==> src/rtl/core/stm_pkg.sv <==
// ----------------------------------------------------------------------------
// stm_pkg: shared types, constants and helpers of the stereo track mixer
// Widths of samples, gains, products and the pipelined divider, the stage
// records that pass between modules, and one restoring division step.
// ----------------------------------------------------------------------------
package stm_pkg;

  // Sample and gain widths.
  localparam int SAMPLE_BITS = 16;
  localparam int GAIN_BITS   = 8;
  localparam int TRACKS      = 4;

  // Packed gain register and configuration data widths.
  localparam int GREG_W = TRACKS * GAIN_BITS;
  localparam int CFG_W  = (GREG_W > 8) ? GREG_W : 8;
  localparam int CFG_IDX_W = 3;

  // Product of a signed sample and an unsigned gain, and the sum of four.
  localparam int PROD_W = SAMPLE_BITS + GAIN_BITS + 1;
  localparam int ACC_W  = PROD_W + 2;
  localparam int MAG_W  = ACC_W;

  // Total of all eight gains.
  localparam int TOT_W = GAIN_BITS + 3;

  // Divider: one quotient bit per step, a few steps per register stage.
  localparam int DIV_STEPS  = 4;
  localparam int DIV_STAGES = (SAMPLE_BITS + DIV_STEPS - 1) / DIV_STEPS;

  // Products, sum, divider stages and the output register.
  localparam int LATENCY = DIV_STAGES + 3;

  // Register indexes.
  localparam logic [CFG_IDX_W-1:0] REG_GAINS_LEFT   = 3'd0;
  localparam logic [CFG_IDX_W-1:0] REG_GAINS_RIGHT  = 3'd1;
  localparam logic [CFG_IDX_W-1:0] REG_TRACK_ENABLE = 3'd2;
  localparam logic [CFG_IDX_W-1:0] REG_TRACK_MODE   = 3'd3;
  localparam logic [CFG_IDX_W-1:0] REG_TRACK_MAP    = 3'd4;

  // Track modes; the unused code behaves as four-track mode.
  localparam logic [1:0] MODE_ONE  = 2'd0;
  localparam logic [1:0] MODE_TWO  = 2'd1;
  localparam logic [1:0] MODE_FOUR = 2'd2;

  // Configuration as seen by the datapath.
  typedef struct packed {
    logic [GREG_W-1:0] gains_left;
    logic [GREG_W-1:0] gains_right;
    logic [TRACKS-1:0] track_enable;
    logic [1:0]        track_mode;
    logic [7:0]        track_map;
  } cfg_t;

  // Registered products of one item.
  typedef struct packed {
    logic                          valid;
    logic [TRACKS-1:0][PROD_W-1:0] left;
    logic [TRACKS-1:0][PROD_W-1:0] right;
  } prod_t;

  // Sign and magnitude of one channel entering the divider.
  typedef struct packed {
    logic             valid;
    logic             neg;
    logic [MAG_W-1:0] mag;
  } div_in_t;

  // Unsigned quotient and sign leaving the divider.
  typedef struct packed {
    logic                   valid;
    logic                   neg;
    logic [SAMPLE_BITS-1:0] quo;
  } div_out_t;

  // Result of one restoring division step.
  typedef struct packed {
    logic [TOT_W-1:0] rem;
    logic             q;
  } step_t;

  // Shift one dividend bit into the remainder and subtract the divisor if it fits.
  function automatic step_t div_step(input logic [TOT_W-1:0] rem, input logic din,
                                     input logic [TOT_W-1:0] total);
    logic [TOT_W:0] trial;
    logic [TOT_W:0] diff;
    step_t          res;
    trial = {rem, din};
    diff  = trial - {1'b0, total};
    if (trial >= {1'b0, total}) begin
      res.rem = diff[TOT_W-1:0];
      res.q   = 1'b1;
    end else begin
      res.rem = trial[TOT_W-1:0];
      res.q   = 1'b0;
    end
    return res;
  endfunction

endpackage

==> src/rtl/core/stereo_track_mixer.sv <==
// ----------------------------------------------------------------------------
// stereo_track_mixer: four-track stereo mixer with gain-normalized output
// Pipeline: the product, sum, divider stage and output registers lie between
// an accepted item and its done strobe; the sample width sets the divider stages.
// Throughput: one item per cycle; busy is low whenever reset is low.
// Reset: synchronous, clears the pipeline and loads the default gains and mode.
// The receiver cannot stall; each result is shown for exactly one cycle.
// ----------------------------------------------------------------------------
module stereo_track_mixer (
  input  logic                               clk,
  input  logic                               rst,
  input  logic                               start,
  output logic                               busy,
  input  logic [stm_pkg::SAMPLE_BITS-1:0]    sample_a,
  input  logic [stm_pkg::SAMPLE_BITS-1:0]    sample_b,
  input  logic [stm_pkg::SAMPLE_BITS-1:0]    sample_c,
  input  logic [stm_pkg::SAMPLE_BITS-1:0]    sample_d,
  input  logic                               cfg_write,
  input  logic [stm_pkg::CFG_IDX_W-1:0]      cfg_index,
  input  logic [stm_pkg::CFG_W-1:0]          cfg_data,
  output logic                               done,
  output logic [stm_pkg::SAMPLE_BITS-1:0]    mix_left,
  output logic [stm_pkg::SAMPLE_BITS-1:0]    mix_right
);

  stm_pkg::cfg_t                                        cfg;
  logic                                                 accept;
  logic [stm_pkg::TRACKS-1:0][stm_pkg::SAMPLE_BITS-1:0] samples;
  logic [stm_pkg::TOT_W-1:0]                            total;
  logic [stm_pkg::TOT_W-1:0]                            total_next;
  logic                                                 total_zero;
  stm_pkg::prod_t                                       prod;
  stm_pkg::div_in_t                                     sum_l;
  stm_pkg::div_in_t                                     sum_r;
  stm_pkg::div_out_t                                    div_l;
  stm_pkg::div_out_t                                    div_r;

  // Items are taken in every cycle outside reset.
  assign busy   = rst;
  assign accept = start && !busy;
  assign samples = {sample_d, sample_c, sample_b, sample_a};

  // Configuration registers.
  always_ff @(posedge clk) begin
    if (rst) begin
      for (int k = 0; k < stm_pkg::TRACKS; k++) begin
        cfg.gains_left[k*stm_pkg::GAIN_BITS +: stm_pkg::GAIN_BITS] <=
          {1'b1, {(stm_pkg::GAIN_BITS-1){1'b0}}};
        cfg.gains_right[k*stm_pkg::GAIN_BITS +: stm_pkg::GAIN_BITS] <=
          {1'b1, {(stm_pkg::GAIN_BITS-1){1'b0}}};
      end
      cfg.track_enable <= 4'b1111;
      cfg.track_mode   <= stm_pkg::MODE_FOUR;
      cfg.track_map    <= 8'd228;
    end else if (cfg_write) begin
      case (cfg_index)
        stm_pkg::REG_GAINS_LEFT:   cfg.gains_left   <= cfg_data[stm_pkg::GREG_W-1:0];
        stm_pkg::REG_GAINS_RIGHT:  cfg.gains_right  <= cfg_data[stm_pkg::GREG_W-1:0];
        stm_pkg::REG_TRACK_ENABLE: cfg.track_enable <= cfg_data[stm_pkg::TRACKS-1:0];
        stm_pkg::REG_TRACK_MODE:   cfg.track_mode   <= cfg_data[1:0];
        stm_pkg::REG_TRACK_MAP:    cfg.track_map    <= cfg_data[7:0];
        default: ;
      endcase
    end
  end

  // Total of all eight gains, registered since it only changes with configuration.
  always_comb begin
    total_next = '0;
    for (int k = 0; k < stm_pkg::TRACKS; k++) begin
      total_next = total_next
        + {3'b000, cfg.gains_left[k*stm_pkg::GAIN_BITS +: stm_pkg::GAIN_BITS]}
        + {3'b000, cfg.gains_right[k*stm_pkg::GAIN_BITS +: stm_pkg::GAIN_BITS]};
    end
  end

  always_ff @(posedge clk) begin
    total      <= total_next;
    total_zero <= (total_next == '0);
  end

  // Datapath: products, sums, one divider per channel.
  stm_mult u_mult (
    .clk      (clk),
    .rst      (rst),
    .in_valid (accept),
    .samples  (samples),
    .cfg      (cfg),
    .prod     (prod)
  );

  stm_sum u_sum (
    .clk   (clk),
    .rst   (rst),
    .prod  (prod),
    .sum_l (sum_l),
    .sum_r (sum_r)
  );

  stm_div u_div_l (
    .clk   (clk),
    .rst   (rst),
    .din   (sum_l),
    .total (total),
    .dout  (div_l)
  );

  stm_div u_div_r (
    .clk   (clk),
    .rst   (rst),
    .din   (sum_r),
    .total (total),
    .dout  (div_r)
  );

  // Output register: restore the sign; a zero gain total gives silence.
  always_ff @(posedge clk) begin
    if (rst) begin
      done <= 1'b0;
    end else begin
      done <= div_l.valid;
    end
    if (total_zero) begin
      mix_left  <= '0;
      mix_right <= '0;
    end else begin
      mix_left  <= div_l.neg ? -div_l.quo : div_l.quo;
      mix_right <= div_r.neg ? -div_r.quo : div_r.quo;
    end
  end

  // Every accepted item leaves after the fixed latency.
  a_latency: assert property (@(posedge clk) disable iff (rst)
    accept |-> ##(stm_pkg::LATENCY) done)
    else $error("accepted item did not produce a result on time");

  // Both channel dividers stay in step.
  a_lanes: assert property (@(posedge clk) disable iff (rst)
    div_l.valid == div_r.valid)
    else $error("left and right divider pipelines out of step");

  // A zero gain total yields silence on both channels.
  a_zero: assert property (@(posedge clk) disable iff (rst)
    done && total_zero |-> mix_left == '0 && mix_right == '0)
    else $error("nonzero output with zero gain total");

  // No result right after reset.
  a_reset: assert property (@(posedge clk)
    rst |=> !done)
    else $error("result strobe right after reset");

endmodule

==> src/rtl/core/stm_mult.sv <==
// ----------------------------------------------------------------------------
// stm_mult: track selection and gain products
// Routes the input samples to the four track slots by mode and map, silences
// inactive or disabled slots, and registers the eight sample-gain products.
// ----------------------------------------------------------------------------
module stm_mult (
  input  logic                                           clk,
  input  logic                                           rst,
  input  logic                                           in_valid,
  input  logic [stm_pkg::TRACKS-1:0][stm_pkg::SAMPLE_BITS-1:0] samples,
  input  stm_pkg::cfg_t                                  cfg,
  output stm_pkg::prod_t                                 prod
);

  logic [stm_pkg::TRACKS-1:0]                               active;
  logic [stm_pkg::TRACKS-1:0][stm_pkg::SAMPLE_BITS-1:0]     slot_sample;
  logic [stm_pkg::TRACKS-1:0][stm_pkg::PROD_W-1:0]          prod_l_next;
  logic [stm_pkg::TRACKS-1:0][stm_pkg::PROD_W-1:0]          prod_r_next;
  logic signed [stm_pkg::SAMPLE_BITS-1:0]                   smp;
  logic signed [stm_pkg::GAIN_BITS:0]                       gl;
  logic signed [stm_pkg::GAIN_BITS:0]                       gr;
  logic signed [stm_pkg::PROD_W-1:0]                        pl;
  logic signed [stm_pkg::PROD_W-1:0]                        pr;

  // Slots that take part in the current mode.
  always_comb begin
    case (cfg.track_mode)
      stm_pkg::MODE_ONE: active = 4'b0001;
      stm_pkg::MODE_TWO: active = 4'b0011;
      default:           active = 4'b1111;
    endcase
  end

  // Source of each slot: the map in four-track mode, the slot's own input otherwise.
  always_comb begin
    for (int k = 0; k < stm_pkg::TRACKS; k++) begin
      if (cfg.track_mode == stm_pkg::MODE_ONE || cfg.track_mode == stm_pkg::MODE_TWO) begin
        slot_sample[k] = samples[k];
      end else begin
        slot_sample[k] = samples[cfg.track_map[2*k +: 2]];
      end
    end
  end

  // One product per slot and channel; a silent slot gives zero.
  always_comb begin
    smp = '0;
    gl  = '0;
    gr  = '0;
    pl  = '0;
    pr  = '0;
    for (int k = 0; k < stm_pkg::TRACKS; k++) begin
      smp = $signed(slot_sample[k]);
      gl  = $signed({1'b0, cfg.gains_left[k*stm_pkg::GAIN_BITS +: stm_pkg::GAIN_BITS]});
      gr  = $signed({1'b0, cfg.gains_right[k*stm_pkg::GAIN_BITS +: stm_pkg::GAIN_BITS]});
      pl  = stm_pkg::PROD_W'(smp) * stm_pkg::PROD_W'(gl);
      pr  = stm_pkg::PROD_W'(smp) * stm_pkg::PROD_W'(gr);
      if (active[k] && cfg.track_enable[k]) begin
        prod_l_next[k] = pl;
        prod_r_next[k] = pr;
      end else begin
        prod_l_next[k] = '0;
        prod_r_next[k] = '0;
      end
    end
  end

  // Product register.
  always_ff @(posedge clk) begin
    if (rst) begin
      prod.valid <= 1'b0;
    end else begin
      prod.valid <= in_valid;
    end
    prod.left  <= prod_l_next;
    prod.right <= prod_r_next;
  end

endmodule

==> src/rtl/core/stm_sum.sv <==
// ----------------------------------------------------------------------------
// stm_sum: weighted sums of one item
// Adds the four products of each channel and splits the sum into a sign and
// a magnitude for the unsigned divider.
// ----------------------------------------------------------------------------
module stm_sum (
  input  logic              clk,
  input  logic              rst,
  input  stm_pkg::prod_t    prod,
  output stm_pkg::div_in_t  sum_l,
  output stm_pkg::div_in_t  sum_r
);

  logic signed [stm_pkg::ACC_W-1:0] acc_l;
  logic signed [stm_pkg::ACC_W-1:0] acc_r;

  // Signed sums of the four slots.
  always_comb begin
    acc_l = '0;
    acc_r = '0;
    for (int k = 0; k < stm_pkg::TRACKS; k++) begin
      acc_l = acc_l + stm_pkg::ACC_W'($signed(prod.left[k]));
      acc_r = acc_r + stm_pkg::ACC_W'($signed(prod.right[k]));
    end
  end

  // Sign and magnitude register.
  always_ff @(posedge clk) begin
    if (rst) begin
      sum_l.valid <= 1'b0;
      sum_r.valid <= 1'b0;
    end else begin
      sum_l.valid <= prod.valid;
      sum_r.valid <= prod.valid;
    end
    sum_l.neg <= acc_l[stm_pkg::ACC_W-1];
    sum_r.neg <= acc_r[stm_pkg::ACC_W-1];
    sum_l.mag <= acc_l[stm_pkg::ACC_W-1] ? -acc_l : acc_l;
    sum_r.mag <= acc_r[stm_pkg::ACC_W-1] ? -acc_r : acc_r;
  end

endmodule

==> src/rtl/core/stm_div.sv <==
// ----------------------------------------------------------------------------
// stm_div: pipelined restoring divider for one channel
// Divides the magnitude of a channel sum by the gain total, a few quotient
// bits per register stage, and carries the sign alongside.
// ----------------------------------------------------------------------------
module stm_div (
  input  logic                         clk,
  input  logic                         rst,
  input  stm_pkg::div_in_t             din,
  input  logic [stm_pkg::TOT_W-1:0]    total,
  output stm_pkg::div_out_t            dout
);

  // Stage registers: remainder, and dividend bits that turn into quotient bits.
  logic [stm_pkg::TOT_W-1:0]       rem   [stm_pkg::DIV_STAGES];
  logic [stm_pkg::SAMPLE_BITS-1:0] work  [stm_pkg::DIV_STAGES];
  logic                            neg   [stm_pkg::DIV_STAGES];
  logic                            valid [stm_pkg::DIV_STAGES];

  genvar st;
  for (st = 0; st < stm_pkg::DIV_STAGES; st++) begin : g_stage
    logic [stm_pkg::TOT_W-1:0]       rem_src;
    logic [stm_pkg::SAMPLE_BITS-1:0] work_src;
    logic                            neg_src;
    logic                            valid_src;
    logic [stm_pkg::TOT_W-1:0]       rem_next;
    logic [stm_pkg::SAMPLE_BITS-1:0] work_next;
    stm_pkg::step_t                  s;

    // The quotient fits the sample width, so the high bits seed the remainder.
    if (st == 0) begin : g_first
      assign rem_src   = din.mag[stm_pkg::MAG_W-1:stm_pkg::SAMPLE_BITS];
      assign work_src  = din.mag[stm_pkg::SAMPLE_BITS-1:0];
      assign neg_src   = din.neg;
      assign valid_src = din.valid;
    end else begin : g_next
      assign rem_src   = rem[st-1];
      assign work_src  = work[st-1];
      assign neg_src   = neg[st-1];
      assign valid_src = valid[st-1];
    end

    // Division steps of this stage; the last stage may hold fewer.
    always_comb begin
      rem_next  = rem_src;
      work_next = work_src;
      s         = '0;
      for (int j = 0; j < stm_pkg::DIV_STEPS; j++) begin
        if (st * stm_pkg::DIV_STEPS + j < stm_pkg::SAMPLE_BITS) begin
          s         = stm_pkg::div_step(rem_next, work_next[stm_pkg::SAMPLE_BITS-1], total);
          rem_next  = s.rem;
          work_next = {work_next[stm_pkg::SAMPLE_BITS-2:0], s.q};
        end
      end
    end

    always_ff @(posedge clk) begin
      if (rst) begin
        valid[st] <= 1'b0;
      end else begin
        valid[st] <= valid_src;
      end
      rem[st]  <= rem_next;
      work[st] <= work_next;
      neg[st]  <= neg_src;
    end
  end

  // After the last stage the dividend bits have become the quotient.
  assign dout.valid = valid[stm_pkg::DIV_STAGES-1];
  assign dout.neg   = neg[stm_pkg::DIV_STAGES-1];
  assign dout.quo   = work[stm_pkg::DIV_STAGES-1];

endmodule

==> config.mk <==
export PLATFORM = sky130hd
export DESIGN_NAME = stereo_track_mixer
export DESIGN_NICKNAME = d
export VERILOG_FILES = /design/src/rtl/core/stm_pkg.sv /design/src/rtl/core/stereo_track_mixer.sv /design/src/rtl/core/stm_mult.sv /design/src/rtl/core/stm_sum.sv /design/src/rtl/core/stm_div.sv
export SDC_FILE = /design/constraint.sdc
export NUM_CORES = 2
export LEC_CHECK = 0
export BUFFER_PORTS_ARGS = -buffer_cell sky130_fd_sc_hd__buf_2
export CORE_MARGIN = 5
export CORE_UTILIZATION = 55
export CTS_CLUSTER_DIAMETER = 80
export DETAILED_ROUTE_END_ITERATION = 6
export GPL_ROUTABILITY_DRIVEN = 0
export GPL_TIMING_DRIVEN = 0
export HOLD_SLACK_MARGIN = 0.03
export PLACE_DENSITY_LB_ADDON = 0.25
export SLEW_MARGIN = 20
export SYNTH_ARGS = -nofsm -noshare
export SYNTH_HDL_FRONTEND = slang
export SYNTH_SLANG_ARGS = --single-unit
==> constraint.sdc <==
create_clock -name clk -period 23.7 [get_ports clk]
set_input_delay 0 -clock clk [delete_from_list [all_inputs] [get_ports clk]]
set_output_delay 0 -clock clk [all_outputs]
set_load 0.005 [all_outputs]
==> impl_metrics.yaml <==
detailed_routing:
  drc: 4
  wl_um: 229000
  drt-vias-per-instance: 5.76
  top_layer_used: "met5"
  initialDrtViolationCount: 5083
  wire_per_inst_um: 20.3
  vias: 64900
  antenna_left: 0
  met1Wirelength_um: 91100
  dr.pass1.iters: 7
  dr_wl_met2_um: 104000
  wl_met3_um: 18900
hold_path:
  hp-class: "input port to flop"
synthesis:
  ys_types: 91
  synth_edf_count: 0
  yosys_warnings: 0
  yosysTopAreaCell: "fa_1"
  synth_seq_area_share: 0.149
  synth_top_area_frac: 0.253
  synthCells: 9045
  synth_ff_type: "dfxtp_1"
  syn_area_sq_um: 78800
  syn_area_per_cell_sq_um: 8.71
  async_reset_ff_frac: 0
  ys_top_cells_by_area: "fa_1 (25%), dfxtp_1 (15%), ha_1 (13%)"
  syn_nets: 11000
  ys_ff_latch: 587
floorplanning:
  die_h_um: 389
  chipWidth_um: 389
  core.rowCount: 139
  num_io_pins: 137
  coreArea_sq_um: 143000
  dieArea_sq_um: 151000
  start_util: 0.551
sta:
  rsz0062_at_grt: "no"
  final_hold_viol_count: 0
  period_share: 0.511
  worst_slack_ns: 11.60
  clock.fmax_mhz: 82.6
  setup_viol: 0
  finalCriticalPeriod_ns: 12.10
  worst_pin_slew_ns: 1.23
  fin_worst_skew_ns: 0.0231
  slew_viol_final: 0
  finalSetupTns_ns: 0
  slew_headroom: 0.177
finish:
  finalNetCount: 11200
  n_fill_cell: 12600
  synthToLayoutAreaGrowth_pct: 7.89
  drive_above_1_share: 0.0619
  final_area_sq_um: 85000
  final_common_cell: "inv_1"
  utilization: 0.595
  most-common-layout-cells: "inv_1 (1,378), fa_1 (995), nand2_1 (828), ha_1 (819), and2_1 (714)"
global_routing:
  grt_max_degree: 39
  grt.overflow.total: 0
  grt_pass1_vias: 66300
  grt_first_pass_wirelength_um: 363000
  antenna_found_initial: 11
  grt_usage: 0.302
worst_setup_path:
  reg2reg_to: "u_div_r.work[3][0]$_DFF_P_"
  cp.required_ns: 24.24
  endpoint: "u_div_r.work[3][0]$_DFF_P_"
  timing.reg2reg.setup_slack_ns: 11.60
  critPathLaunchType: "flop"
  crit_path_start: "total[1]$_DFF_P_"
  r2r_start: "total[1]$_DFF_P_"
  slowest_delay_ns: 0.80
  cp_slowest_cell: "dfxtp_4"
  arrival_ns: 12.64
  rr_worst_depth: 43
  cp-end-kind: "flop"
  criticalPathCategory: "flop to flop"
  critPathMaxFanout: 38
clock_tree:
  clock-sinks: 587
  clkLatencyLatePin_ns: 0.67
  cts-root-buf: "clkbuf_16"
  clk_pin_slew_ns: 0.06
  post-cts-setup-buffer-count: 0
  htreeDepth: 3
  cts_tree: "yes"
  hold_buffers: 43
  cts_resized: 0
  cts_buffers: 69
  cts_buffer_depth: 3
run_status:
  failed_checks: "design-rule violations"
  run_status: "complete, but fails checks"
placed_design:
  pre_cts_ws_ns: 11.89
  io_buffers: 135
  dp_hpwl_um: 190000
  dpl-instance-area_sq_um: 82200
run:
  cap_violations: 0
state kept, by name, summed over array words and instances, names as in the netlist, 4 cells and up:
| register | cells |
|---|---|
| cfg | 78 |
| mix_left | 16 |
| mix_right | 16 |
| total | 11 |
| u_div_l.neg | 4 |
| u_div_l.rem | 33 |
| u_div_l.valid | 4 |
| u_div_l.work | 64 |
| u_div_r.neg | 4 |
| u_div_r.rem | 33 |
| u_div_r.work | 64 |
| u_mult.prod | 201 |
| u_sum.sum_l | 29 |
| u_sum.sum_r | 28 |
critical path, delay by kind of cell (launching register included):
kind / cells / cell delay (ns)
compound gates: 25 / 5.51
buf+inv: 6 / 2.30
fa+ha+maj: 4 / 1.65
simple gates: 7 / 1.21
flops: 1 / 0.80
mux: 1 / 0.41
final cells by class:
class | instances | area [sq um] | share of cell area
well taps | 1903 | 2380 | 0.0280
multi-input cells | 6770 | 60800 | 0.715
clock buffers | 83 | 1860 | 0.0219
clock inverters | 39 | 541 | 0.00636
plain buffers | 295 | 1120 | 0.0132
diodes | 5 | 12.5 | 0.000147
inverters | 1393 | 5240 | 0.0616
repair buffers | 190 | 1360 | 0.0160
flip-flops and latches | 587 | 11800 | 0.138
metal layers:
layer	up-vias	track usage
met5	-	0
met2	2496	0.495
met4	8	0.162
li1	30100	-
met3	647	0.0604
met1	31700	0.376
synthesized netlist by cell type (10+ instances only):
library cell,count
o22ai_1,37
a21o_1,102
buf_1,22
a211oi_1,28
nand3b_1,22
nand2b_1,75
xor2_1,181
a311oi_1,11
nor3b_1,20
nor2b_1,129
mux2_2,201
fa_1,995
inv_1,1388
nand4_1,66
o311ai_0,14
o31ai_1,55
ha_1,819
and2_1,714
and3_1,62
a21oi_1,427
o31a_1,10
nand2_1,828
dfxtp_1,587
or4_1,13
nor2_1,479
a21boi_0,53
or3_1,55
mux2i_1,66
a22o_1,84
a41oi_1,11
o21a_1,73
o211ai_1,38
o21ai_0,285
a211o_1,20
or2_2,28
xnor2_1,277
o21bai_1,21
nor4_1,12
a2111oi_0,10
o41ai_1,11
clkbuf_1,263
a31oi_1,40
nand3_1,100
nor3_1,136
per-stage QoR:
stage | std cells | hold WS, ns
after floorplan | 9045 | 0.0808
after global placement | 11100 | 0.174
after detailed placement | 11100 | 0.173
after CTS | 11300 | 0.101
after global routing | 11300 | 0.0968
final | 11300 | 0.133
cell families (layout without fill, tap and decap cells):
kind of cell | count (synthesis) | after routing | synth area share
multiplexers | 277 | 277 | 0.0391
XOR/XNOR | 458 | 458 | 0.0509
other | 0 | 5 | 0
buffers and inverters | 1688 | 2000 | 0.0806
adder cells (fa/ha/maj) | 1814 | 1814 | 0.383
flip-flops | 587 | 587 | 0.149
AO/OA/AOI/OAI | 1452 | 1452 | 0.121
AND/OR/NAND/NOR | 2769 | 2769 | 0.176
worst min-delay path by stage:
stage	from	slack, ns	depth (start not counted)	endpoint
floorplan	rst	0.08	1	busy
global placement	rst	0.17	2	busy
detailed placement	rst	0.17	2	busy
CTS	sample_b[0]	0.10	3	u_mult.prod[25]$_SDFF_PN0_
global route	sample_d[0]	0.1	4	u_mult.prod[175]$_SDFF_PN0_
finish	sample_b[0]	0.13	3	u_mult.prod[25]$_SDFF_PN0_
Power is left out: the tool's default activity adds up to more than one toggle a clock period on the data nets, which glitch-free logic cannot reach.
